`config.mk`:
```
export PLATFORM = sky130hd
export DESIGN_NAME = rmn_back
export DESIGN_NICKNAME = d
export VERILOG_FILES = /design/src/rgb_min_max_normalizer_assert.svh /design/src/rmn_pkg.sv /design/src/rmn_back.sv
export SDC_FILE = /design/constraint.sdc
export NUM_CORES = 1
export LEC_CHECK = 0
export ABC_AREA = 1
export ABC_CLOCK_PERIOD_IN_PS = 14100
export BUFFER_PORTS_ARGS = -buffer_cell sky130_fd_sc_hd__buf_4
export CORE_MARGIN = 5
export CORE_UTILIZATION = 25
export DETAILED_ROUTE_END_ITERATION = 6
export MAX_ROUTING_LAYER = met4
export PLACE_DENSITY = 0.48
export SYNTH_ARGS = -nofsm -noshare
export SYNTH_HDL_FRONTEND = slang
export SYNTH_SLANG_ARGS = --single-unit
```
`constraint.sdc`:
```
create_clock -name clk -period 14.1 [get_ports clk]
set_clock_uncertainty 0.05 [all_clocks]
set_input_delay 1.41 -clock clk [delete_from_list [all_inputs] [get_ports clk]]
set_output_delay 1.41 -clock clk [all_outputs]
set_load 0.01 [all_outputs]
```
`src/rgb_min_max_normalizer_assert.svh`:
```
// Assertion macros used by the normalizer RTL.
`ifndef RGB_MIN_MAX_NORMALIZER_ASSERT_SVH
`define RGB_MIN_MAX_NORMALIZER_ASSERT_SVH

`ifndef NO_ASSERTIONS
// Same-cycle implication, checked outside reset
`define RMN_ASSERT_NOW(label, clk, rst_n, ante, cons) \
  label: assert property (@(posedge clk) disable iff (!rst_n) (ante) |-> (cons)) \
    else $error("rmn assertion failed");
// Next-cycle implication, checked outside reset
`define RMN_ASSERT_NEXT(label, clk, rst_n, ante, cons) \
  label: assert property (@(posedge clk) disable iff (!rst_n) (ante) |=> (cons)) \
    else $error("rmn assertion failed");
`else
`define RMN_ASSERT_NOW(label, clk, rst_n, ante, cons)
`define RMN_ASSERT_NEXT(label, clk, rst_n, ante, cons)
`endif

`endif

```
`src/rmn_pkg.sv`:
```
// Shared constants and types for the min/max normalizer.
package rmn_pkg;

  localparam int MAX_PIXELS = 4096;
  localparam int ADDR_W     = $clog2(MAX_PIXELS);
  localparam int CNT_W      = $clog2(MAX_PIXELS + 1);
  localparam int PIX_W      = 8;
  localparam int CHANNELS   = 3;
  localparam int DATA_W     = PIX_W * CHANNELS;
  localparam int QDEPTH     = 4;
  localparam int QPTR_W     = $clog2(QDEPTH);
  localparam int QCNT_W     = $clog2(QDEPTH + 1);
  localparam int DIV_STEPS  = PIX_W;
  localparam int STEP_W     = $clog2(DIV_STEPS);

  localparam logic [PIX_W-1:0] CH_FULL = '1;

  typedef enum logic {
    OP_LOAD  = 1'b0,
    OP_FETCH = 1'b1
  } rmn_op_t;

  typedef logic [PIX_W-1:0] rmn_pix_t;

  // One fetched pixel with the image statistics it is stretched against
  typedef struct packed {
    logic                       last;
    logic [CHANNELS-1:0][PIX_W-1:0] v;
    logic [CHANNELS-1:0][PIX_W-1:0] lo;
    logic [CHANNELS-1:0][PIX_W-1:0] hi;
  } rmn_job_t;

  // Queue status seen by front and back
  typedef struct packed {
    logic              empty;
    logic              full;
    logic [QCNT_W-1:0] count;
  } rmn_qstat_t;

endpackage

```
`src/rmn_back.sv`:
```
// Back part: stretches each channel with a bit-serial divider per lane.
module rmn_back (
  input  logic                         clk,
  input  logic                         rst_n,
  input  rmn_pkg::rmn_job_t            head,
  input  rmn_pkg::rmn_qstat_t          qstat,
  output logic                         pop,
  output logic                         out_tvalid,
  input  logic                         out_tready,
  output logic [rmn_pkg::DATA_W-1:0]   out_tdata,
  output logic                         out_tlast
);

  localparam int NC = rmn_pkg::CHANNELS;
  localparam int PW = rmn_pkg::PIX_W;
  localparam int SW = rmn_pkg::STEP_W;

  typedef enum logic [1:0] {
    B_IDLE,
    B_DIV,
    B_DONE
  } state_t;

  state_t state_r, state_nxt;
  logic [SW-1:0]         step_r, step_nxt;
  logic [NC-1:0][PW-1:0] rem_r, rem_nxt, num_r, num_nxt, div_r, div_nxt, quo_r, quo_nxt;
  logic [NC-1:0][PW-1:0] byp_val_r, byp_val_nxt;
  logic [NC-1:0]         byp_r, byp_nxt;
  logic                  last_r, last_nxt;
  logic                  out_valid_r, out_valid_nxt, out_last_r, out_last_nxt;
  logic [NC-1:0][PW-1:0] out_data_r, out_data_nxt;
  logic [NC-1:0][PW-1:0] diff;
  logic [NC-1:0][2*PW-1:0] prod;
  logic [NC-1:0][PW:0]   trial;
  logic                  slot_free;

  assign slot_free = !out_valid_r || out_tready;
  assign pop       = (state_r == B_IDLE) && !qstat.empty;

  always_comb begin
    state_nxt     = state_r;
    step_nxt      = step_r;
    rem_nxt       = rem_r;
    num_nxt       = num_r;
    div_nxt       = div_r;
    quo_nxt       = quo_r;
    byp_nxt       = byp_r;
    byp_val_nxt   = byp_val_r;
    last_nxt      = last_r;
    out_valid_nxt = out_valid_r && !out_tready;
    out_last_nxt  = out_last_r;
    out_data_nxt  = out_data_r;
    for (int c = 0; c < NC; c++) begin
      diff[c]  = PW'(head.v[c] - head.lo[c]);
      // 255 * diff as shift and subtract
      prod[c]  = (2*PW)'({diff[c], {PW{1'b0}}} - {{PW{1'b0}}, diff[c]});
      trial[c] = {rem_r[c], num_r[c][PW-1]};
    end
    unique case (state_r)
      B_IDLE: begin
        if (pop) begin
          // Set up each lane: trivial cases bypass the divider
          for (int c = 0; c < NC; c++) begin
            byp_nxt[c]     = 1'b1;
            byp_val_nxt[c] = '0;
            if (head.lo[c] >= head.hi[c]) begin
              byp_val_nxt[c] = head.v[c];
            end else if (head.v[c] <= head.lo[c]) begin
              byp_val_nxt[c] = '0;
            end else if (head.v[c] >= head.hi[c]) begin
              byp_val_nxt[c] = rmn_pkg::CH_FULL;
            end else begin
              byp_nxt[c] = 1'b0;
            end
            rem_nxt[c] = prod[c][2*PW-1:PW];
            num_nxt[c] = prod[c][PW-1:0];
            div_nxt[c] = PW'(head.hi[c] - head.lo[c]);
            quo_nxt[c] = '0;
          end
          last_nxt  = head.last;
          step_nxt  = '0;
          state_nxt = B_DIV;
        end
      end
      B_DIV: begin
        // One quotient bit per lane per cycle
        for (int c = 0; c < NC; c++) begin
          if (trial[c] >= {1'b0, div_r[c]}) begin
            rem_nxt[c] = PW'(trial[c] - {1'b0, div_r[c]});
            quo_nxt[c] = {quo_r[c][PW-2:0], 1'b1};
          end else begin
            rem_nxt[c] = trial[c][PW-1:0];
            quo_nxt[c] = {quo_r[c][PW-2:0], 1'b0};
          end
          num_nxt[c] = {num_r[c][PW-2:0], 1'b0};
        end
        step_nxt = SW'(step_r + 1'b1);
        if (step_r == SW'(rmn_pkg::DIV_STEPS - 1)) begin
          state_nxt = B_DONE;
        end
      end
      B_DONE: begin
        // Hold until the output register frees up
        if (slot_free) begin
          out_valid_nxt = 1'b1;
          out_last_nxt  = last_r;
          for (int c = 0; c < NC; c++) begin
            out_data_nxt[c] = byp_r[c] ? byp_val_r[c] : quo_r[c];
          end
          state_nxt = B_IDLE;
        end
      end
      default: state_nxt = B_IDLE;
    endcase
  end

  always_ff @(posedge clk) begin
    if (!rst_n) begin
      state_r     <= B_IDLE;
      out_valid_r <= 1'b0;
    end else begin
      state_r     <= state_nxt;
      out_valid_r <= out_valid_nxt;
    end
    step_r     <= step_nxt;
    rem_r      <= rem_nxt;
    num_r      <= num_nxt;
    div_r      <= div_nxt;
    quo_r      <= quo_nxt;
    byp_r      <= byp_nxt;
    byp_val_r  <= byp_val_nxt;
    last_r     <= last_nxt;
    out_last_r <= out_last_nxt;
    out_data_r <= out_data_nxt;
  end

  assign out_tvalid = out_valid_r;
  assign out_tdata  = out_data_r;
  assign out_tlast  = out_last_r;

endmodule

```
# After elaboration in Yosys (flattened, before gate mapping)
# Index checks and enable logic that the tools add are counted.
dict set report word_totals {
  regBits 155
  input_bits 81
  output_inout_bits 27
}
dict set report op_classes {
  add_sub_neg 13
  magnitude_cmp 12
  n_eq_ne 6
  muxes 35
  reduce_logical 15
}
# operator count
set ops {}
lappend ops {{24-bit case mux with 2 select lines} 3}
lappend ops {{8-bit two-way mux} 15}
lappend ops {{24-bit two-way mux} 3}
lappend ops {{8-bit subtractor} 9}
lappend ops {{8-bit greater-or-equal comparator} 6}
lappend ops {{16-bit by 8-bit subtractor with 16-bit output} 3}
lappend ops {{9-bit by 8-bit greater-or-equal comparator with 1-bit output} 3}
lappend ops {{8-bit less-or-equal comparator} 3}
lappend ops {{1-bit two-way mux} 8}
lappend ops {{2-bit two-way mux} 3}
lappend ops {{2-bit != test (second input constant)} 3}
lappend ops {{2-bit case mux with 3 select lines} 1}
lappend ops {{3-bit case mux with 2 select lines} 1}
lappend ops {{2-bit AND reduction} 3}
lappend ops {{2-bit OR reduction} 3}
lappend ops {{3-bit by 1-bit adder with 3-bit output (second input constant)} 1}
lappend ops {{3-bit == test (second input constant)} 1}
lappend ops {{1-bit logical NOT} 3}
lappend ops {{3-bit two-way mux} 1}
lappend ops {{3-bit AND reduction} 1}
lappend ops {{2-bit by 1-bit == test with 1-bit output (second input constant)} 1}
lappend ops {{2-bit == test (second input constant)} 1}
lappend ops {{1-bit logical AND} 2}
lappend ops {{2-bit logical NOT} 1}
lappend ops {{2 further kinds} 2}

# Longest topological paths before layout
# Gate-level depths: netlist (run 1).
dict set report logic_depth {
  word_depth 4
  ltp_mapped 16
  mapped_depth_nobuf 16
}

# Least setup slack after synthesis (run 1)
# OpenSTA, ideal clock, no wires.
dict set report synth_timing {
  path_type {input port to flip-flop}
  from {in qstat[4] (netlist bit)}
  to {reg num_r[0] (netlist bit), enable pin}
  arrival_time_ns 5.065
  required_ns 13.517
  slack_ns 8.451
  cell_stages 1
  cell_sequence {a21oi_1}
}
dict set report synth_between {
  elab_chain_cells 4
}
# element line
set synth_rtl {}
lappend synth_rtl {{start, declared} rmn_back.sv:6} ;# input rmn_pkg::rmn_qstat_t qstat,
lappend synth_rtl {{1-bit logical NOT} rmn_back.sv:38} ;# assign pop = (state_r == B_IDLE) && !qstat.empty;
lappend synth_rtl {{1-bit logical AND} rmn_back.sv:38}
lappend synth_rtl {{2-bit != test (no line)} --}
lappend synth_rtl {{2-bit AND reduction (no line)} --}
lappend synth_rtl {{end signal, assigned} rmn_back.sv:127} ;# num_r <= num_nxt;
lappend synth_rtl {{end, declared} rmn_back.sv:26} ;# logic [NC-1:0][PW-1:0] rem_r, rem_nxt, num_r, num_nxt, div_r, div_nxt, quo_r, quo_nxt;
# Every way passes these cells.
# A chain may end at the register's enable or synchronous reset.

==> results of run 1 <==
==> where the power goes <==
group	switching, mW	total [mW]	internal [mW]
sequential	0.0232	0.608	0.585
combinational	0.285	0.456	0.172
clock	0.208	0.458	0.249
total	0.516	1.52	1.01
==> metal layers <==
layer | routed length, um | GRT usage, %
met5 | 0 | -
met4 | 257 | 2.72
met3 | 989 | 2.23
met2 | 11600 | 17.7
met1 | 12900 | 15.3
==> cells by family (layout without fill, tap and decap cells) <==
| logic type | after synthesis | count (layout) | synth area share (%) |
|---|---|---|---|
| and+or+nand+nor | 604 | 604 | 23.3 |
| DFF | 155 | 155 | 42.6 |
| xor gates and xnor gates | 39 | 39 | 3.22 |
| adders and majority gates | 115 | 115 | 13.8 |
| muxes | 3 | 3 | 0.311 |
| buffers and inverters | 236 | 359 | 8.17 |
| AOI/OAI and AO/OA | 164 | 164 | 8.59 |
==> registers in the layout, indices dropped and copies added (netlist names) <==
signal,cells
quo_r,24
div_r,24
rem_r,24
state_r,2
out_tlast,1
byp_r,3
byp_val_r,24
num_r,24
step_r,3
last_r,1
out_tvalid,1
out_tdata,24
==> path summary, 6_finish.rpt <==
kind                     to  slack (ns)  cells after the start      start
setup reg to reg  rem_r[16]       11.68                     10  rem_r[17]
setup / recovery   rem_r[4]       10.65                     14   head[48]
hold / removal    out_tlast        0.37                      0     last_r
hold reg to reg   out_tlast        0.37                      0     last_r
==> cell usage after synthesis (2+ instances only) <==
master,number,share of area [%]
nand2_1,361,12
inv_1,211,7.3
edfxtp_1,152,42
ha_1,107,12
nor2_1,96,3.3
nand3_1,95,4.4
a21oi_1,72,3.3
o21ai_0,52,2.4
xor2_1,27,2.2
clkbuf_1,12,0.42
nor3_1,12,0.55
o21ai_1,12,0.55
xnor2_1,11,0.89
nand4_1,10,0.58
fa_1,8,1.5
nand3b_1,7,0.48
buf_1,5,0.17
inv_2,5,0.17
nor2_2,5,0.29
o21a_1,5,0.35
nand2_2,4,0.23
a21o_1,3,0.21
a31oi_1,3,0.17
dfxtp_1,3,0.55
mux2_2,3,0.31
nand3_2,3,0.28
o2111ai_1,3,0.24
o211ai_1,3,0.21
or2_2,3,0.17
clkinv_1,2,0.069
o21bai_1,2,0.14
o31ai_1,2,0.14
o41ai_4,2,0.51
or2_1,2,0.12
==> per-stage QoR <==
step	cells	util, %	instance area (um2)	hold slack, ns	setup slack [ns]
floorplan	1316	-	10900	0.350	8.45
global placement	1992	28.8	12400	0.355	10.20
detailed placement	1992	28.8	12400	0.359	10.17
CTS	2024	30.1	12900	0.375	10.65
global route	2024	30.1	12900	0.381	10.43
finish	2024	30.1	12900	0.371	10.65
==> cell type report <==
type / count / area share [%]
tap: 585 / 5.65
clock inverter: 15 / 1.20
inverter: 218 / 6.32
timing repair buffer: 109 / 6.32
sequential: 155 / 35.7
clock buffer: 17 / 3.29
multi-input combinational: 925 / 41.5
==> layout by cell type, fill, tap and decap left out, types with 11 or more instances in the layout <==
| master | Yosys | layout |
|---|---|---|
| edfxtp_1 | 152 | 152 |
| o21ai_1 | 12 | 12 |
| nor3_1 | 12 | 12 |
| buf_4 | 0 | 109 |
| nor2_1 | 96 | 93 |
| o21ai_0 | 52 | 52 |
| inv_1 | 211 | 210 |
| nand2_1 | 361 | 361 |
| xor2_1 | 27 | 27 |
| nand3_1 | 95 | 95 |
| xnor2_1 | 11 | 11 |
| ha_1 | 107 | 107 |
| a21oi_1 | 72 | 71 |
| clkbuf_16 | 0 | 17 |
==> run metrics, run 1 <==
crit path cell chain buf_4 -> inv_1 -> ha_1 -> fa_1 -> ha_1 -> inv_1 -> nor2_1 -> nand2_1 -> nor2_1 -> nand2_1 -> nand2_1 -> nand2_1 -> nand3_1 -> nand2_1; die height roughly 220 um; setup TNS 0 ns; drt drc 0; CTS Hold Buffers Added 0; worst-case clock buffer depth 2; Synth Net Count 1512; die width between 200 and 250 um; Arr. time, crit path 3.59 ns; Pre-antenna DRT Iters 5; type of the worst min-delay path reg2reg; Power Density 118 nW/um2; H-tree Lvls 4; Post-synth ARST share 0%; Crit path top cell by count nand2_1; Boundary Pins ~110; WP data required ~14 ns; core area between 40000 and 50000 um2; number of synthesized flops with an enable pin roughly 150; Synth cell types 47; multi-input logic area approximately 5400 um2; post-CTS setup buffer count 0; worst relative slew slack between 30% and 40%; status finished, final reports clean; Worst setup EP type register; CTS tree done; post-DR wirelength/cell roughly 13 um; diodes inserted 0; FP Rows 76; via count just under 9000; pin count of the biggest net entering global routing 76; initial core utilization between 20% and 30%; worst slew pin tran between 1 and 1.5 ns; Gate Count Post-Synth 1316; Final Hold Viols 0; total area of sequential cells about 4600 um2; min Tclk post-route approximately 3.4 ns; nets around 1600; ANT nets after route 0; Seq cells post-synth approximately 160; Netlist Area Pre-Place roughly 11000 um2; family with the most delay on the worst path adder cells; initial antenna violation count 0; yosys warns 0; syn avg cell area 8.25 um2; clock slew at reported path FFs ~0.070 ns; TritonCTS Buffers 17; fraction of layout cells with a size suffix above 1 about an eighth; Synth Flop Type edfxtp_1; Max-cap violations 0; clock root cell clkbuf_16; number of global-route vias before repair 8554; GRT Util Overall a little under an eighth; maximum VDD drop 0.0000641 V; worst skew pair latency about 0.44 ns; cts repair resizes 0; 1st-iter DRT viols about 520; drt via density approximately 4.3; CP Max Fanout 7; sequential share of the synthesized area 42.6%; filler cell count roughly 4700; leakage power roughly 6 nW; Worst Path Buf+Inv 3; die area 47700 um2; placer congestion estimate between 0.8 and 0.9; CP Class in2reg; Design Power around 1.5 mW; IO Port Bufs approximately 100; unrepaired setup endpoints after global routing no; Post-Route WL 25.7 mm; startpoint types primary input; Layout area overhead 19.3%; first-pass GRT wire length 42.7 mm; Fmax 290 MHz; Final Cycle Share between 20% and 30%; grt ovf 0; clock sink count roughly 160; CP peak stage delay a little over 0.6 ns; slowest CP cell fa_1; Final Slew Violations 0; final setup fails 0; DP HPWL about 20 mm
Note: power is estimated with default switching activity, not from simulation.
==> inputs of run 2 (changes only) <==
--- a/config.mk
+++ b/config.mk
@@ -6,7 +6,7 @@
 export NUM_CORES = 1
 export LEC_CHECK = 0
 export ABC_AREA = 1
-export ABC_CLOCK_PERIOD_IN_PS = 14100
+export ABC_CLOCK_PERIOD_IN_PS = 3500
 export BUFFER_PORTS_ARGS = -buffer_cell sky130_fd_sc_hd__buf_4
 export CORE_MARGIN = 5
 export CORE_UTILIZATION = 25
==> constraint.sdc (replaced) <==
create_clock -name clk -period 3.5 [get_ports clk]
set_clock_uncertainty 0.05 [all_clocks]
set_input_delay 0.35 -clock clk [delete_from_list [all_inputs] [get_ports clk]]
set_output_delay 0.35 -clock clk [all_outputs]
set_load 0.01 [all_outputs]
==> run metrics, run 2 (same netlist as run 1, synthesis figures left out) <==
die height 218 um; leakage power about 6.2 nW; fin area 13000 um2; pin count of the biggest net entering global routing between 50 and 60; placer congestion estimate 0.893; Arr. time, crit path approximately 2.5 ns; clock sink count 155; nets 1624; fraction of layout cells with a size suffix above 1 12.1%; CTS Hold Buffers Added 0; H-tree Lvls 4; total area of sequential cells around 4600 um2; Final Cycle Share between 60% and 70%; IO Port Bufs a little over 100; first-pass GRT wire length about 42 mm; Pre-antenna DRT Iters 5; core area about 43000 um2; number of global-route vias before repair 8358; via count approximately 8700; worst skew pair latency around 0.44 ns; multi-input logic area about 5400 um2; cts repair resizes 0; setup TNS 0 ns; most frequent cells in the layout nand2_1, inv_1, edfxtp_1, buf_4, ha_1; Boundary Pins ~110; status finished, final reports clean; CTS tree done; type of the worst min-delay path in2reg; Core Util, Final between 30% and 40%; Power Density between 400 and 500 nW/um2; TritonCTS Buffers 17; Final Hold Viols 0; clock root cell clkbuf_16; CP Max Fanout 10; 1st-iter DRT viols 426; Fmax roughly 420 MHz; post-DR wirelength/cell 12.9 um; grt ovf 0; CP Class reg2reg; initial antenna violation count 1; die area between 40000 and 50000 um2; Place WS between 0.6 and 0.7 ns; drt drc 0; DP HPWL a little over 20 mm; Final Slew Violations 0; worst slew pin tran around 0.63 ns; maximum VDD drop 0.000294 V; post-CTS setup buffer count 0; ANT nets after route 0; FP Rows 76; WP data required 3.64 ns; fin worst setup slack ~1.1 ns; Post-Route WL 26.2 mm; final setup fails 0; Worst setup EP type register; initial core utilization between 20 and 30%; die width between 200 and 250 um; Layout area overhead 19.6%; GRT Util Overall approximately 11%; drt via density 4.27; clock slew at reported path FFs ~0.070 ns; min Tclk post-route 2.38 ns; unrepaired setup endpoints after global routing no; Max-cap violations 0; startpoint types register; commonest non-fill, non-tap cell in the layout nand2_1; worst-case clock buffer depth 2; Placed Area about 12000 um2; filler cell count approximately 4700; Hold WS between 0.03 and 0.04 ns; worst relative slew slack 58.2%
==> run 2: final timing paths <==
path / startpoint / to / slack, ns / cells past startpoint
hold / removal: head[72] / last_r / 0.04 / 1
setup reg to reg: rem_r[1] / rem_r[1] / 1.12 / 10
hold reg to reg: last_r / out_tlast / 0.37 / 0
setup / recovery: rem_r[1] / rem_r[1] / 1.12 / 10
==> run 2: cell type report <==
cell class / instances / share of cell area [%]
repair buffers: 111 / 6.52
diodes: 1 / 0.0193
clock buffers: 17 / 3.28
well taps: 585 / 5.64
flip-flops and latches: 155 / 35.6
inverters: 218 / 6.30
clock inverters: 15 / 1.26
multi-input cells: 925 / 41.4
==> run 2: through the flow <==
step	power, mW	cells
after global placement	4.33	1994
after global routing	6.64	2027
final	6.19	2027
after floorplan	3.84	1316
after detailed placement	4.35	1994
after CTS	6.28	2026
==> run 2: report_power, final <==
group / total, mW / internal [mW] / switching (mW)
Clock: 1.89 / 1.06 / 0.826
Combinational: 1.85 / 0.698 / 1.15
Sequential: 2.44 / 2.35 / 0.0898
==> run 2: metal layers <==
metal | wire (um) | up-vias | track usage (%)
li1 | - | 4572 | -
met1 | 13200 | 3926 | 15.2
met2 | 11500 | 139 | 16.9
met3 | 1240 | 20 | 2.72
met4 | 280 | 0 | 2.83
met5 | 0 | - | -
==> run 2: critical path: stages, from the launching register on <==
cell and delay, ns:
edfxtp_1 0.39, ha_1 0.37, nand2_1 0.07, o21ai_1 0.20, a21oi_1 0.14, o21ai_1 0.18
nand2_1 0.24, nand2_1 0.28, nand2_1 0.08, nand3_1 0.09, nand2_1 0.06
