$ cat src/rgb_min_max_normalizer_assert.svh
// Assertion macros used by the normalizer RTL.
`ifndef RGB_MIN_MAX_NORMALIZER_ASSERT_SVH
`define RGB_MIN_MAX_NORMALIZER_ASSERT_SVH

`ifndef NO_ASSERTIONS
// Same-cycle implication, checked outside reset
`define RMN_ASSERT_NOW(label, clk, rst_n, ante, cons) \
  label: assert property (@(posedge clk) disable iff (!rst_n) (ante) |-> (cons)) \
    else $error("rmn assertion failed");
// Next-cycle implication, checked outside reset
`define RMN_ASSERT_NEXT(label, clk, rst_n, ante, cons) \
  label: assert property (@(posedge clk) disable iff (!rst_n) (ante) |=> (cons)) \
    else $error("rmn assertion failed");
`else
`define RMN_ASSERT_NOW(label, clk, rst_n, ante, cons)
`define RMN_ASSERT_NEXT(label, clk, rst_n, ante, cons)
`endif

`endif

$ cat src/rmn_pkg.sv
// Shared constants and types for the min/max normalizer.
package rmn_pkg;

  localparam int MAX_PIXELS = 4096;
  localparam int ADDR_W     = $clog2(MAX_PIXELS);
  localparam int CNT_W      = $clog2(MAX_PIXELS + 1);
  localparam int PIX_W      = 8;
  localparam int CHANNELS   = 3;
  localparam int DATA_W     = PIX_W * CHANNELS;
  localparam int QDEPTH     = 4;
  localparam int QPTR_W     = $clog2(QDEPTH);
  localparam int QCNT_W     = $clog2(QDEPTH + 1);
  localparam int DIV_STEPS  = PIX_W;
  localparam int STEP_W     = $clog2(DIV_STEPS);

  localparam logic [PIX_W-1:0] CH_FULL = '1;

  typedef enum logic {
    OP_LOAD  = 1'b0,
    OP_FETCH = 1'b1
  } rmn_op_t;

  typedef logic [PIX_W-1:0] rmn_pix_t;

  // One fetched pixel with the image statistics it is stretched against
  typedef struct packed {
    logic                       last;
    logic [CHANNELS-1:0][PIX_W-1:0] v;
    logic [CHANNELS-1:0][PIX_W-1:0] lo;
    logic [CHANNELS-1:0][PIX_W-1:0] hi;
  } rmn_job_t;

  // Queue status seen by front and back
  typedef struct packed {
    logic              empty;
    logic              full;
    logic [QCNT_W-1:0] count;
  } rmn_qstat_t;

endpackage

$ cat src/rmn_fifo.sv
// Short job queue between the front and back parts.
module rmn_fifo (
  input  logic              clk,
  input  logic              rst_n,
  input  logic              push,
  input  rmn_pkg::rmn_job_t push_data,
  input  logic              pop,
  output rmn_pkg::rmn_job_t head,
  output rmn_pkg::rmn_qstat_t stat
);

  rmn_pkg::rmn_job_t                  slot_r [rmn_pkg::QDEPTH];
  logic [rmn_pkg::QPTR_W-1:0]         wr_ptr_r, wr_ptr_nxt;
  logic [rmn_pkg::QPTR_W-1:0]         rd_ptr_r, rd_ptr_nxt;
  logic [rmn_pkg::QCNT_W-1:0]         count_r, count_nxt;

  // Advance pointers and occupancy
  always_comb begin
    wr_ptr_nxt = push ? rmn_pkg::QPTR_W'(wr_ptr_r + 1'b1) : wr_ptr_r;
    rd_ptr_nxt = pop  ? rmn_pkg::QPTR_W'(rd_ptr_r + 1'b1) : rd_ptr_r;
    count_nxt  = count_r;
    if (push && !pop) begin
      count_nxt = rmn_pkg::QCNT_W'(count_r + 1'b1);
    end else if (pop && !push) begin
      count_nxt = rmn_pkg::QCNT_W'(count_r - 1'b1);
    end
  end

  always_ff @(posedge clk) begin
    if (!rst_n) begin
      wr_ptr_r <= '0;
      rd_ptr_r <= '0;
      count_r  <= '0;
    end else begin
      wr_ptr_r <= wr_ptr_nxt;
      rd_ptr_r <= rd_ptr_nxt;
      count_r  <= count_nxt;
    end
  end

  // Store payload
  always_ff @(posedge clk) begin
    if (push) begin
      slot_r[wr_ptr_r] <= push_data;
    end
  end

  assign head       = slot_r[rd_ptr_r];
  assign stat.count = count_r;
  assign stat.empty = (count_r == '0);
  assign stat.full  = (count_r == rmn_pkg::QCNT_W'(rmn_pkg::QDEPTH));

endmodule

$ cat config.mk
export PLATFORM = sky130hd
export DESIGN_NAME = rmn_fifo
export DESIGN_NICKNAME = d
export VERILOG_FILES = /design/src/rgb_min_max_normalizer_assert.svh /design/src/rmn_pkg.sv /design/src/rmn_fifo.sv
export SDC_FILE = /design/constraint.sdc
export NUM_CORES = 1
export LEC_CHECK = 0
export ABC_AREA = 0
export BUFFER_PORTS_ARGS = -buffer_cell sky130_fd_sc_hd__buf_2
export CAP_MARGIN = 40
export CELL_PAD_IN_SITES_DETAIL_PLACEMENT = 2
export CELL_PAD_IN_SITES_GLOBAL_PLACEMENT = 2
export CORE_ASPECT_RATIO = 0.75
export CORE_MARGIN = 1
export CORE_UTILIZATION = 36
export CTS_CLUSTER_SIZE = 40
export DETAILED_ROUTE_END_ITERATION = 7
export PLACE_DENSITY = 0.75
export SLEW_MARGIN = 20
export SYNTH_ARGS = -nofsm -noshare
export SYNTH_HDL_FRONTEND = slang
export SYNTH_SLANG_ARGS = --single-unit
$ cat constraint.sdc
create_clock -name clk -period 3.6 [get_ports clk]
set_input_delay 0.18 -clock clk [delete_from_list [all_inputs] [get_ports clk]]
set_output_delay 0.18 -clock clk [all_outputs]
set_load 0.01 [all_outputs]
## Word-level counts from Yosys, hierarchy flattened

Memories as Yosys holds them, arrays and structs flattened. A register that Yosys moved wholly into a read port is not among the register bits.
Index checks and enable logic that the tools add are counted.

- Flip-flop bits (word level): 7
- RAM bits: 292
- Memories kept: 1

Memories:

| memory | words | bits a word | read ports | clocked after memory_dff | wr ports | line | RTL |
|---|---|---|---|---|---|---|---|
| slot_r | 4 | 73 | 1 | 1 | 1 | rmn_fifo.sv:12 | `rmn_pkg::rmn_job_t slot_r [rmn_pkg::QDEPTH];` |

- Add/sub/neg operators: 4
- Eq/ne operators: 1
- Muxes and demuxes: 6
- Reduce and logical (&&, ||, !) cells: 6

Operators by type and width:

| operator | count |
|---|---|
| 3-bit two-way mux | 2 |
| 2-bit by 1-bit adder with 2-bit output (second input constant) | 2 |
| 2-bit two-way mux | 2 |
| 3-bit by 1-bit adder with 3-bit output (second input constant) | 1 |
| 3-bit == test (second input constant) | 1 |
| 3-bit zero test | 1 |
| 3-bit by 1-bit subtractor with 3-bit output (second input constant) | 1 |
| 1-bit logical AND | 2 |
| 1-bit zero test | 2 |
| 1-bit two-way mux | 2 |
| 2-bit nonzero test | 1 |

## Depth between registers and ports, before layout

Gate-level depths: netlist of the first run.

- Depth in word-level cells: 4
- Mapped depth: 7
- Mapped depth without buffers: 7

## Worst setup path after synthesis of the first run

Ideal clock, no wire load.

- Path kind: reg2reg
- Start point: register wr_ptr_r[0] in the netlist's numbering
- End point: memory slot_r[0][0] in the netlist's numbering (enable)
- Arrival time: 2.248 ns
- Required time: 3.161 ns
- Setup slack: 0.913 ns
- Cell stages (with the launch flop): 4
- Cells stage by stage: dfxtp_1 -> inv_1 -> ha_1 -> and2_1

RTL lines:

| item | line | RTL |
|---|---|---|
| start: declaration | rmn_fifo.sv:13 | `logic [rmn_pkg::QPTR_W-1:0] wr_ptr_r, wr_ptr_nxt;` |
| start signal: assignment | rmn_fifo.sv:35 | `wr_ptr_r <= wr_ptr_nxt;` |
| end: declaration | rmn_fifo.sv:12 |  |

Straight into the memory's write port.

==> reports/qor.csv, run 1 <==
stage,metric,value,unit
timing,final-layout setup total negative slack,0,ns
timing,Min Hold Slack,0.03646,ns
clock_tree,CTS tree,yes,
cells_and_area,final non-filler cell total,1100,
synthesis,fraction of post-synthesis cell area in the top cell type by area,79.33,%
power,internal power of the cells,6.061,mW
cells_and_area,Total Nets Final,763,
synthesis,summed instance area of the synthesized netlist,0.01105,sq mm
job,max capacitance violation total,0,
routing,routed wire length,24960,um
synthesis,number of warning messages in the yosys log,0,
timing,total count of max-transition violations in the final report,0,
timing,Worst Tran Pin Value,0.7010,ns
cells_and_area,diode insertion count for antenna repair,0,
timing,highest achievable clock rate,404.0,MHz
die,chip width,204.3,um
power,Seq pwr share,52.3,%
placed_design,number of input and output port buffers inserted,154,
timing,Tcrit/Tclk final,68.76,%
timing,RSZ-0062 raised after global routing,false,
min_path,Worst Min Path Start,pop,
clock_tree,number of sinks driven by the clock tree,301,
power,Pwr per Cell Area,561.4,mW/mm^2
outcome,outcome,finished clean,
placed_design,Detail Placement HPWL,15140,um
routing,count of vias placed by the detailed router,5360,
power,VDD IR-drop max,0.0003584,V
routing,number of nets with antenna violations after routing,0,
synthesis,syn nets,507,
routing,drt first-iter violations,247,
synthesis,number of distinct standard cells referenced by the synthesized netlist,22,
placed_design,gp weighted congestion,0.6550,
cells_and_area,ratio of cells with drive above 1 in the final layout,40.09,%
min_path,class of the tightest hold or removal check,input port to flop,
synthesis,library cell occupying the most area in the post-synthesis netlist,sky130_fd_sc_hd__edfxtp_1,
clock_tree,CTS H-tree lvls,1,
power,cell leakage power,4.737,nW
clock_tree,maximum clock path buffer count,3,
setup_path,worst-path fanout max,25,
timing,largest clock skew in the final design,0.008423,ns
routing,length of the first detailed-routing pass in iterations,4,
synthesis,flip-flop and latch count after synthesis,301,
clock_tree,clock tree root driver cell,sky130_fd_sc_hd__clkbuf_16,
synthesis,sequential area share after synthesis,80.96,%
die,die area,0.03141,sq mm
routing,number of remaining DRC errors,0,
power,clock network fraction of design power,37.2,%
setup_path,Critical Path End Type,primary output,
setup_path,crit path DAT,2.30,ns
cells_and_area,area added between synthesis and finish,26.24,%
die,effective utilization at floorplan,36.59,%
timing,number of setup violations in the final report,0,
timing,Slew headroom,53.27,%
clock_tree,post-cts gate resize count,0,
power,P_sw,1.771,mW
setup_path,data required time of the worst path,3.42,ns
global_route,via count of the first global-routing pass,6238,
setup_path,startpoint type of the worst setup path,flop,
power,power share of the combinational group,10.6,%
clock_tree,number of buffers added by the clock tree synthesis step,30,
global_route,global-route usage over all layers,16.32,%
global_route,antenna violations before repair,0,
global_route,wire length of the first global-routing pass,37970,um
global_route,GRT overflow,0,
clock_tree,clock slew at reported path FFs,0.06,ns
power,total power after layout,7.833,mW
placed_design,count of placed standard cells including taps,972,
die,die boundary height,153.7,um
timing,shortest clock period the worst path allows after layout,2.475,ns
power,switching part of the total,22.62,%
die,number of primary I/O pins,155,
routing,Routed wire per std cell,22.69,um
clock_tree,latest clock arrival within the worst-skew pair,0.56,ns
synthesis,cell count after synthesis,424,
global_route,largest net degree at the start of global routing,43,
die,area of the core,0.03021,sq mm
synthesis,cell types occupying the most area after synthesis,"sky130_fd_sc_hd__edfxtp_1, sky130_fd_sc_hd__mux4_2, sky130_fd_sc_hd__dfxtp_1, sky130_fd_sc_hd__buf_12, sky130_fd_sc_hd__ha_1",
die,standard-cell rows,55,
setup_path,startpoint of the worst register-to-register path,wr_ptr_r[0],
setup_path,reg-to-reg setup timing slack,1.55,ns
timing,number of hold violations in the final report,0,
synthesis,average instance area after synthesis,26.07,sq um
setup_path,startpoint-to-endpoint class of the critical path,flop to primary output,
routing,DR vias/cell,4.873,
cells by family (layout without fill, tap and decap cells):
group | count (synthesis) | count (layout) | synth area share, %
xor+xnor | 5 | 5 | 0.3963
compound gates | 2 | 2 | 0.1132
mux | 75 | 75 | 15.09
fa+ha+maj | 6 | 6 | 0.7471
flops | 301 | 301 | 80.96
simple gates | 15 | 15 | 0.8263
buf+inv | 20 | 297 | 1.868
area by class of cell:
type                    count  area [sq um]
fillers                  2724         16260
flip-flops and latches    301          8956
multi-input cells         103          1908
repair buffers            240          1677
clock buffers              39         805.8
well taps                 399         499.2
clock inverters            14         92.59
inverters                   4         15.01
critical path: stages, from the launching register on:
cell and delay (ns):
sky130_fd_sc_hd__dfxtp_4 0.46, sky130_fd_sc_hd__buf_4 0.49, sky130_fd_sc_hd__mux4_2 0.60, sky130_fd_sc_hd__buf_2 0.16
layout by cell type, fill, tap and decap left out, types with 3 or more instances in the layout:
cell | netlist | routed
sky130_fd_sc_hd__edfxtp_1 | 292 | 292
sky130_fd_sc_hd__buf_2 | 7 | 154
sky130_fd_sc_hd__dlygate4sd3_1 | 0 | 75
sky130_fd_sc_hd__mux4_2 | 72 | 72
sky130_fd_sc_hd__clkbuf_16 | 0 | 31
sky130_fd_sc_hd__clkbuf_1 | 0 | 8
sky130_fd_sc_hd__clkinv_1 | 0 | 7
sky130_fd_sc_hd__dfxtp_1 | 9 | 7
sky130_fd_sc_hd__buf_4 | 0 | 7
sky130_fd_sc_hd__and2_1 | 9 | 5
sky130_fd_sc_hd__ha_1 | 5 | 5
sky130_fd_sc_hd__inv_1 | 4 | 4
sky130_fd_sc_hd__and2_4 | 0 | 4
sky130_fd_sc_hd__clkinv_2 | 0 | 4
sky130_fd_sc_hd__xor2_1 | 3 | 3
sky130_fd_sc_hd__buf_16 | 0 | 3
synthesized netlist by cell type:
library cell,count
sky130_fd_sc_hd__nor3b_1,1
sky130_fd_sc_hd__nor2b_1,2
sky130_fd_sc_hd__o21ai_0,1
sky130_fd_sc_hd__nand2_1,1
sky130_fd_sc_hd__edfxtp_1,292
sky130_fd_sc_hd__dfxtp_1,9
sky130_fd_sc_hd__a21boi_0,1
sky130_fd_sc_hd__buf_12,7
sky130_fd_sc_hd__buf_6,1
sky130_fd_sc_hd__buf_2,7
sky130_fd_sc_hd__xnor2_1,2
sky130_fd_sc_hd__mux4_1,1
sky130_fd_sc_hd__inv_1,4
sky130_fd_sc_hd__mux4_2,72
sky130_fd_sc_hd__xor2_1,3
sky130_fd_sc_hd__nor3_1,1
sky130_fd_sc_hd__mux2i_1,2
sky130_fd_sc_hd__and2_1,9
sky130_fd_sc_hd__fa_1,1
sky130_fd_sc_hd__clkbuf_2,1
sky130_fd_sc_hd__ha_1,5
sky130_fd_sc_hd__or3_1,1
timing repair:
action                    4_1_cts  5_1_grt
buffers inserted                0        0
hold buffers                   75        0
hold endpoints to repair      301        0
final timing paths:
path | endpoint | cells after the start
max | head[36] | 3
min | rd_ptr_r[0] | 3
max reg2reg | slot_r[0][12] | 4
min reg2reg | count_r[2] | 2
metal layers:
metal / track usage [%] / routed length, um
met2: 28.46 / 12790
met5: 0 / 0
met4: 3.269 / 403
met3: 3.412 / 1163
met1: 21.07 / 10610
power groups by stage:
stage / Combinational (mW) / Clock, mW / Sequential [mW]
floorplan: 0.471 / 0 / 4.14
detailed placement: 0.779 / 0 / 4.17
finish: 0.828 / 2.91 / 4.09
global route: 0.899 / 3.12 / 4.11
CTS: 0.850 / 3.01 / 4.10
global placement: 0.718 / 0 / 4.17
flip-flops by register name, indices dropped and copies added, names as in the netlist, named ones only:
signal and flops:
slot_r 292, rd_ptr_r 2, wr_ptr_r 2, count_r 3
metrics by stage:
stage | worst slack, ns | utilization, % | cell area [sq um]
4_1_cts | 1.010 | 46.19 | 13950
5_1_grt | 0.9430 | 46.19 | 13950
2_1_floorplan | 0.9135 | - | 11050
3_5_place_dp | 1.470 | 40.73 | 12300
3_3_place_gp | 1.558 | 40.46 | 12220
6_report | 1.125 | 46.19 | 13950
No activity file was read; power rests on OpenSTA's default activity.
==> run 2, diff against run 1 <==
PLACE_DENSITY = 0.77   (was 0.75)
clock period = 2 ns   (was 3.6 ns; I/O delays follow)
==> run 2 against run 1 <==
  * The run now ends with negative setup slack left
  * Final cell count increased by 1.5%
  * Worst hold slack improved by 0.27 ns
  * Clock-buffer cell count decreased by 1
==> reports/qor.csv, run 2 (synthesized netlist as in run 1, its figures left out) <==
stage,metric,value,unit,change
outcome,outcome,"complete, but fails checks",,
outcome,failing checks,negative setup slack,,
timing,number of hold violations in the final report,0,,unchanged
setup_path,worst stage delay on the critical path,0.56,ns,-0.04 ns
global_route,GRT overflow,0,,unchanged
cells_and_area,final non-filler cell total,1117,,+1.5%
cells_and_area,"top library cells by usage in the layout, fill and taps aside","sky130_fd_sc_hd__edfxtp_1, sky130_fd_sc_hd__buf_2, sky130_fd_sc_hd__dlygate4sd3_1",,
clock_tree,CTS H-tree lvls,1,,unchanged
placed_design,count of placed standard cells including taps,974,,+0.21%
setup_path,crit path DAT,1.98,ns,-0.32 ns
global_route,antenna violations before repair,0,,unchanged
cells_and_area,register ranked first by flip-flop count,slot_r,,
die,die boundary height,153.7,um,unchanged
timing,Slew headroom,75.00,%,+22 points
cells_and_area,"commonest non-fill, non-tap cell in the layout",sky130_fd_sc_hd__edfxtp_1,,
timing,Tcrit/Tclk final,104.2,%,
cells_and_area,count of filler cells inserted in the layout,2642,,-3.0%
cells_and_area,ratio of cells with drive above 1 in the final layout,41.50,%,+1.4 points
global_route,wire length of the first global-routing pass,40540,um,+6.8%
routing,number of remaining DRC errors,0,,unchanged
setup_path,worst-path fanout max,6,,-76%
timing,Worst Tran Pin Value,0.3750,ns,-0.3259 ns
cells_and_area,footprint of the flip-flops and latches,0.008956,sq mm,unchanged
cells_and_area,area added between synthesis and finish,33.91,%,
timing,RSZ-0062 raised after global routing,true,,
timing,largest clock skew in the final design,0.009689,ns,+0.001265 ns
placed_design,gp weighted congestion,0.7386,,+13%
setup_path,"Cell Chain, Critical Path","buf_12, buf_16, mux4_2, buf_6",,
power,cell leakage power,5.059,nW,+6.8%
global_route,largest net degree at the start of global routing,42,,-2.3%
setup_path,termination of the worst setup path,head[64],,
routing,length of the first detailed-routing pass in iterations,4,,unchanged
job,max capacitance violation total,0,,unchanged
timing,fin worst setup slack,-0.08423,ns,-1.209 ns
routing,DR vias/cell,4.830,,-0.88%
setup_path,reg-to-reg setup timing slack,0.30,ns,-1.25 ns
cells_and_area,max reg flops,292,,unchanged
timing,shortest clock period the worst path allows after layout,2.084,ns,
die,effective utilization at floorplan,36.59,%,unchanged
setup_path,cell type of the slowest stage on the worst timing path,sky130_fd_sc_hd__mux4_2,,
setup_path,data required time of the worst path,1.90,ns,-1.52 ns
cells_and_area,Multi-input gate area,0.001904,sq mm,-0.20%
cells_and_area,diode insertion count for antenna repair,0,,unchanged
cells_and_area,Total Nets Final,780,,+2.2%
clock_tree,CTS tree,yes,,
clock_tree,clock tree root driver cell,sky130_fd_sc_hd__clkbuf_16,,
routing,drt first-iter violations,268,,+8.5%
cells_and_area,Regs by FF count,"slot_r: 292 flops, count_r: 3 flops",,
clock_tree,latest clock arrival within the worst-skew pair,0.56,ns,about the same
die,die area,0.03141,sq mm,unchanged
setup_path,R2R Path End,count_r[2],,
power,Pwr per Cell Area,1002,mW/mm^2,+78%
clock_tree,number of sinks driven by the clock tree,301,,unchanged
routing,routed wire length,27020,um,+8.2%
min_path,class of the tightest hold or removal check,input port to flop,,
timing,highest achievable clock rate,479.8,MHz,
timing,total count of max-transition violations in the final report,0,,unchanged
global_route,global-route usage over all layers,17.59,%,+1.3 points
setup_path,startpoint-to-endpoint class of the critical path,flop to primary output,,
clock_tree,number of buffers added by the clock tree synthesis step,30,,unchanged
die,number of primary I/O pins,155,,unchanged
routing,number of nets with antenna violations after routing,0,,unchanged
global_route,via count of the first global-routing pass,6366,,+2.1%
setup_path,depth of the worst register-to-register path,4,,unchanged
timing,number of setup violations in the final report,53,,+53
routing,count of vias placed by the detailed router,5395,,+0.65%
setup_path,Critical Path End Type,primary output,,
routing,Routed wire per std cell,24.19,um,+6.6%
setup_path,startpoint of the worst register-to-register path,count_r[0],,
placed_design,number of input and output port buffers inserted,154,,unchanged
placed_design,Detail Placement HPWL,15380,um,+1.6%
timing,final-layout setup total negative slack,-2.096,ns,-2.096 ns
power,VDD IR-drop max,0.0007165,V,+100%
die,standard-cell rows,55,,unchanged
die,area of the core,0.03021,sq mm,unchanged
clock_tree,clock slew at reported path FFs,0.06,ns,about the same
clock_tree,maximum clock path buffer count,3,,unchanged
die,chip width,204.3,um,unchanged
setup_path,startpoint type of the worst setup path,flop,,
[run 2: changes by cell type in the layout (fill, tap and decap cells not counted), moves of 2 or more]
cell | before | now
sky130_fd_sc_hd__buf_16 | 3 | 6
sky130_fd_sc_hd__buf_4 | 7 | 2
sky130_fd_sc_hd__clkbuf_16 | 31 | 33
sky130_fd_sc_hd__dlygate4sd3_1 | 75 | 77
sky130_fd_sc_hd__buf_12 | 1 | 14
sky130_fd_sc_hd__bufinv_16 | 1 | 3
sky130_fd_sc_hd__buf_2 | 154 | 89
sky130_fd_sc_hd__buf_6 | 0 | 67
[run 2: worst min-delay path by stage]
stage	startpoint	to	slack, ns	depth (start not counted)
floorplan	push_data[0]	slot_r[0][0]	0.20	0
global placement	push_data[56]	slot_r[0][56]	0.31	1
detailed placement	push_data[23]	slot_r[3][23]	0.32	1
CTS	push_data[23]	slot_r[3][23]	0.27	2
global route	push_data[14]	slot_r[2][14]	0.30	2
finish	push_data[32]	slot_r[3][32]	0.30	2
[run 2: per-stage QoR]
step / utilization [%] / setup slack, ns / instance area [sq um] / hold slack, ns / power (mW)
after floorplan: - / 0.1119 / 11060 / 0.1989 / 8.289
after global placement: 40.99 / 0.3624 / 12380 / 0.3084 / 8.822
after detailed placement: 40.99 / 0.1913 / 12380 / 0.3169 / 8.934
after CTS: 48.48 / -0.1160 / 14650 / 0.2672 / 14.90
after global routing: 49.00 / -0.1372 / 14800 / 0.2969 / 15.36
final: 49.00 / -0.08423 / 14800 / 0.3029 / 14.83
[run 2: per-layer routing]
metal,GRT usage (%),routed length [um],vias up
met5,0,0,-
met3,3.243,1010,36
met4,3.305,437,0
li1,-,-,2364
met1,23.44,11740,2860
met2,30.30,13830,135
[run 2: repair_timing]
action	4_1_cts	5_1_grt
resized for setup	54	28
hold buffers	77	0
setup buffers	6	1
hold endpoints to repair	301	0
gates cloned	6	2
endpoints found under the setup margin	67	72
[run 2: layout make-up]
class                   instances  area share (%)
clock buffers                  38           5.418
clock inverters                15          0.9721
inverters                       4          0.1014
multi-input cells             103           12.87
flip-flops and latches        301           60.51
well taps                     399           3.373
repair buffers                257           16.76
[run 2: worst max-delay path, delay by kind of cell, from the launching register on]
family | cells | cell delay [ns]
buffers and inverters | 3 | 0.47
muxes | 1 | 0.56
DFF | 1 | 0.38
[run 2: power breakdown]
group | switching [mW] | total (mW) | leakage [nW] | internal, mW
Clock | 2.30 | 5.49 | 0.459 | 3.19
Combinational | 0.900 | 1.99 | 1.84 | 1.09
Sequential | 0.105 | 7.35 | 2.76 | 7.24
Total | 3.30 | 14.8 | 5.06 | 11.5
==> run 3, diff against run 2 <==
ABC_CLOCK_PERIOD_IN_PS = 2000   (was not set)
MAX_ROUTING_LAYER = met4   (was not set)
SKIP_CTS_REPAIR_TIMING = 1   (was not set)
==> run 3 against run 2 <==
  * Power down 1.3%
  * Register-to-register slack gained 0.03 ns
  * Critical path depth unchanged
  * The run still ends with negative setup slack left
  * Sequential share of layout area is 1.2 points higher
  * Clock power barely moved
  * First-iteration DRC count did not move
  * Core utilization down 0.92 points
  * Sequential power barely moved
==> reports/qor.csv, run 3 (synthesized netlist as in run 1, its figures left out) <==
stage,metric,value,unit,change
die,area of the core,0.03021,sq mm,unchanged
routing,DR vias/cell,4.782,,-0.98%
cells_and_area,register ranked first by flip-flop count,slot_r,,
die,standard-cell rows,55,,unchanged
die,chip width,204.3,um,unchanged
routing,length of the first detailed-routing pass in iterations,4,,unchanged
cells_and_area,diode insertion count for antenna repair,0,,unchanged
clock_tree,number of buffers added by the clock tree synthesis step,30,,unchanged
setup_path,crit path DAT,1.99,ns,about the same
die,die boundary height,153.7,um,unchanged
cells_and_area,ratio of cells with drive above 1 in the final layout,41.97,%,+0.46 points
routing,number of remaining DRC errors,0,,unchanged
global_route,wire length of the first global-routing pass,36760,um,-9.3%
power,internal power of the cells,11.37,mW,-1.4%
cells_and_area,count of filler cells inserted in the layout,2678,,+1.4%
global_route,global-route usage over all layers,16.31,%,-1.3 points
power,P_sw,3.271,mW,-0.89%
cells_and_area,area added between synthesis and finish,31.40,%,
die,effective utilization at floorplan,36.59,%,unchanged
cells_and_area,"top library cells by usage in the layout, fill and taps aside","sky130_fd_sc_hd__edfxtp_1, sky130_fd_sc_hd__buf_2, sky130_fd_sc_hd__dlygate4sd3_1",,
outcome,failing checks,negative setup slack,,
placed_design,gp weighted congestion,0.7478,,+1.2%
power,power share of the combinational group,12.3,%,-1.1 points
job,max capacitance violation total,0,,unchanged
timing,total count of max-transition violations in the final report,0,,unchanged
cells_and_area,max reg flops,292,,unchanged
power,cell leakage power,4.977,nW,-1.6%
power,Pwr per Cell Area,1008,mW/mm^2,+0.64%
timing,Slew headroom,76.34,%,+1.3 points
die,die area,0.03141,sq mm,unchanged
power,VDD IR-drop max,0.0007224,V,+0.83%
setup_path,worst stage delay on the critical path,0.52,ns,-0.04 ns
setup_path,cell type of the slowest stage on the worst timing path,sky130_fd_sc_hd__mux4_2,,
setup_path,startpoint-to-endpoint class of the critical path,flop to primary output,,
global_route,antenna violations before repair,0,,unchanged
setup_path,"Cell Chain, Critical Path","buf_12, clkbuf_16, mux4_2, buf_6",,
clock_tree,CTS H-tree lvls,1,,unchanged
power,switching part of the total,22.34,%,+0.082 points
routing,routed wire length,26980,um,-0.14%
power,Seq pwr share,50.2,%,+0.7 points
clock_tree,clock slew at reported path FFs,0.06,ns,about the same
timing,fin worst setup slack,-0.08529,ns,-0.001060 ns
clock_tree,latest clock arrival within the worst-skew pair,0.56,ns,about the same
timing,Min Hold Slack,0.005909,ns,-0.2970 ns
placed_design,number of input and output port buffers inserted,154,,unchanged
setup_path,data required time of the worst path,1.90,ns,about the same
routing,number of nets with antenna violations after routing,0,,unchanged
power,total power after layout,14.64,mW,-1.3%
global_route,GRT overflow,0,,unchanged
placed_design,Detail Placement HPWL,15380,um,unchanged
timing,Tcrit/Tclk final,104.3,%,about the same
cells_and_area,Regs by FF count,"slot_r: 292 flops, count_r: 3 flops",,
placed_design,post-place setup slack,0.1913,ns,unchanged
setup_path,startpoint type of the worst setup path,flop,,
timing,largest clock skew in the final design,0.009229,ns,-0.0004597 ns
timing,RSZ-0062 raised after global routing,true,,
clock_tree,number of sinks driven by the clock tree,301,,unchanged
routing,count of vias placed by the detailed router,5361,,-0.63%
timing,shortest clock period the worst path allows after layout,2.085,ns,+0.001060 ns
clock_tree,CTS tree,yes,,
timing,Worst Tran Pin Value,0.3549,ns,-0.02014 ns
die,number of primary I/O pins,155,,unchanged
setup_path,Critical Path End Type,primary output,,
cells_and_area,"commonest non-fill, non-tap cell in the layout",sky130_fd_sc_hd__edfxtp_1,,
timing,number of hold violations in the final report,0,,unchanged
routing,drt first-iter violations,268,,unchanged
outcome,outcome,"complete, but fails checks",,
cells_and_area,Total Nets Final,784,,+0.51%
clock_tree,clock tree root driver cell,sky130_fd_sc_hd__clkbuf_16,,
clock_tree,maximum clock path buffer count,3,,unchanged
setup_path,worst-path fanout max,7,,+1
timing,number of setup violations in the final report,60,,+13%
min_path,class of the tightest hold or removal check,input port to flop,,
global_route,largest net degree at the start of global routing,42,,unchanged
power,clock network fraction of design power,37.5,%,+0.5 points
timing,highest achievable clock rate,479.6,MHz,about the same
routing,Routed wire per std cell,24.07,um,-0.50%
global_route,via count of the first global-routing pass,5827,,-8.5%
run 3: cell count changes in the layout (fill, tap and decap cells not counted), moves of 3 or more:
cell                        before  now
sky130_fd_sc_hd__buf_4           2    7
sky130_fd_sc_hd__buf_2          89  130
sky130_fd_sc_hd__clkbuf_16      33   36
sky130_fd_sc_hd__buf_16          6    1
sky130_fd_sc_hd__buf_6          67   29
run 3: final timing paths:
kind	cells after the start	end	slack, ns	from
setup / recovery	4	head[57]	-0.09	flop
hold / removal	3	wr_ptr_r[1]	0.006	push
setup reg to reg	4	count_r[2]	0.33	count_r[0]
hold reg to reg	2	flop	0.59	rd_ptr_r[1]
run 3: final cells by class:
type	count	area (sq um)	share of cell area [%]
multi-input combinational	103	1904	13.11
clock inverter	15	143.9	0.9907
tap	399	499.2	3.437
clock buffer	38	802.0	5.522
inverter	4	15.01	0.1034
timing repair buffer	261	2203	15.17
sequential	301	8956	61.66
run 3: routing by layer:
metal	wire, um	track usage, %	part of all wire, %	vias to the layer above
li1	-	-	-	2365
met1	11790	20.81	44	2847
met2	13940	27.07	52	116
met3	858	3.476	3.2	33
met4	393	3.021	1.5	0
met5	0	-	0	-
run 3: power groups by stage:
stage | combinational [mW] | sequential, mW | clock [mW]
final | 1.80 | 7.35 | 5.49
after global routing | 1.94 | 7.37 | 5.87
after CTS | 1.46 | 7.36 | 5.63
after detailed placement | 1.45 | 7.49 | 0
after global placement | 1.38 | 7.44 | 0
after floorplan | 0.850 | 7.44 | 0
run 3: per-stage QoR:
stage	util [%]	cell area [sq um]	TNS [ns]	std cells
2_1_floorplan	-	11060	0	424
3_3_place_gp	40.99	12380	0	974
3_5_place_dp	40.99	12380	0	974
4_1_cts	44.13	13330	-13.29	1027
5_1_grt	48.08	14520	-7.617	1121
6_report	48.08	14520	-3.353	1121
run 3: critical path: cells and delay by family, from the launching register on:
kind,cells,cell delay (ns)
mux,1,0.52
buf+inv,3,0.49
flops,1,0.41
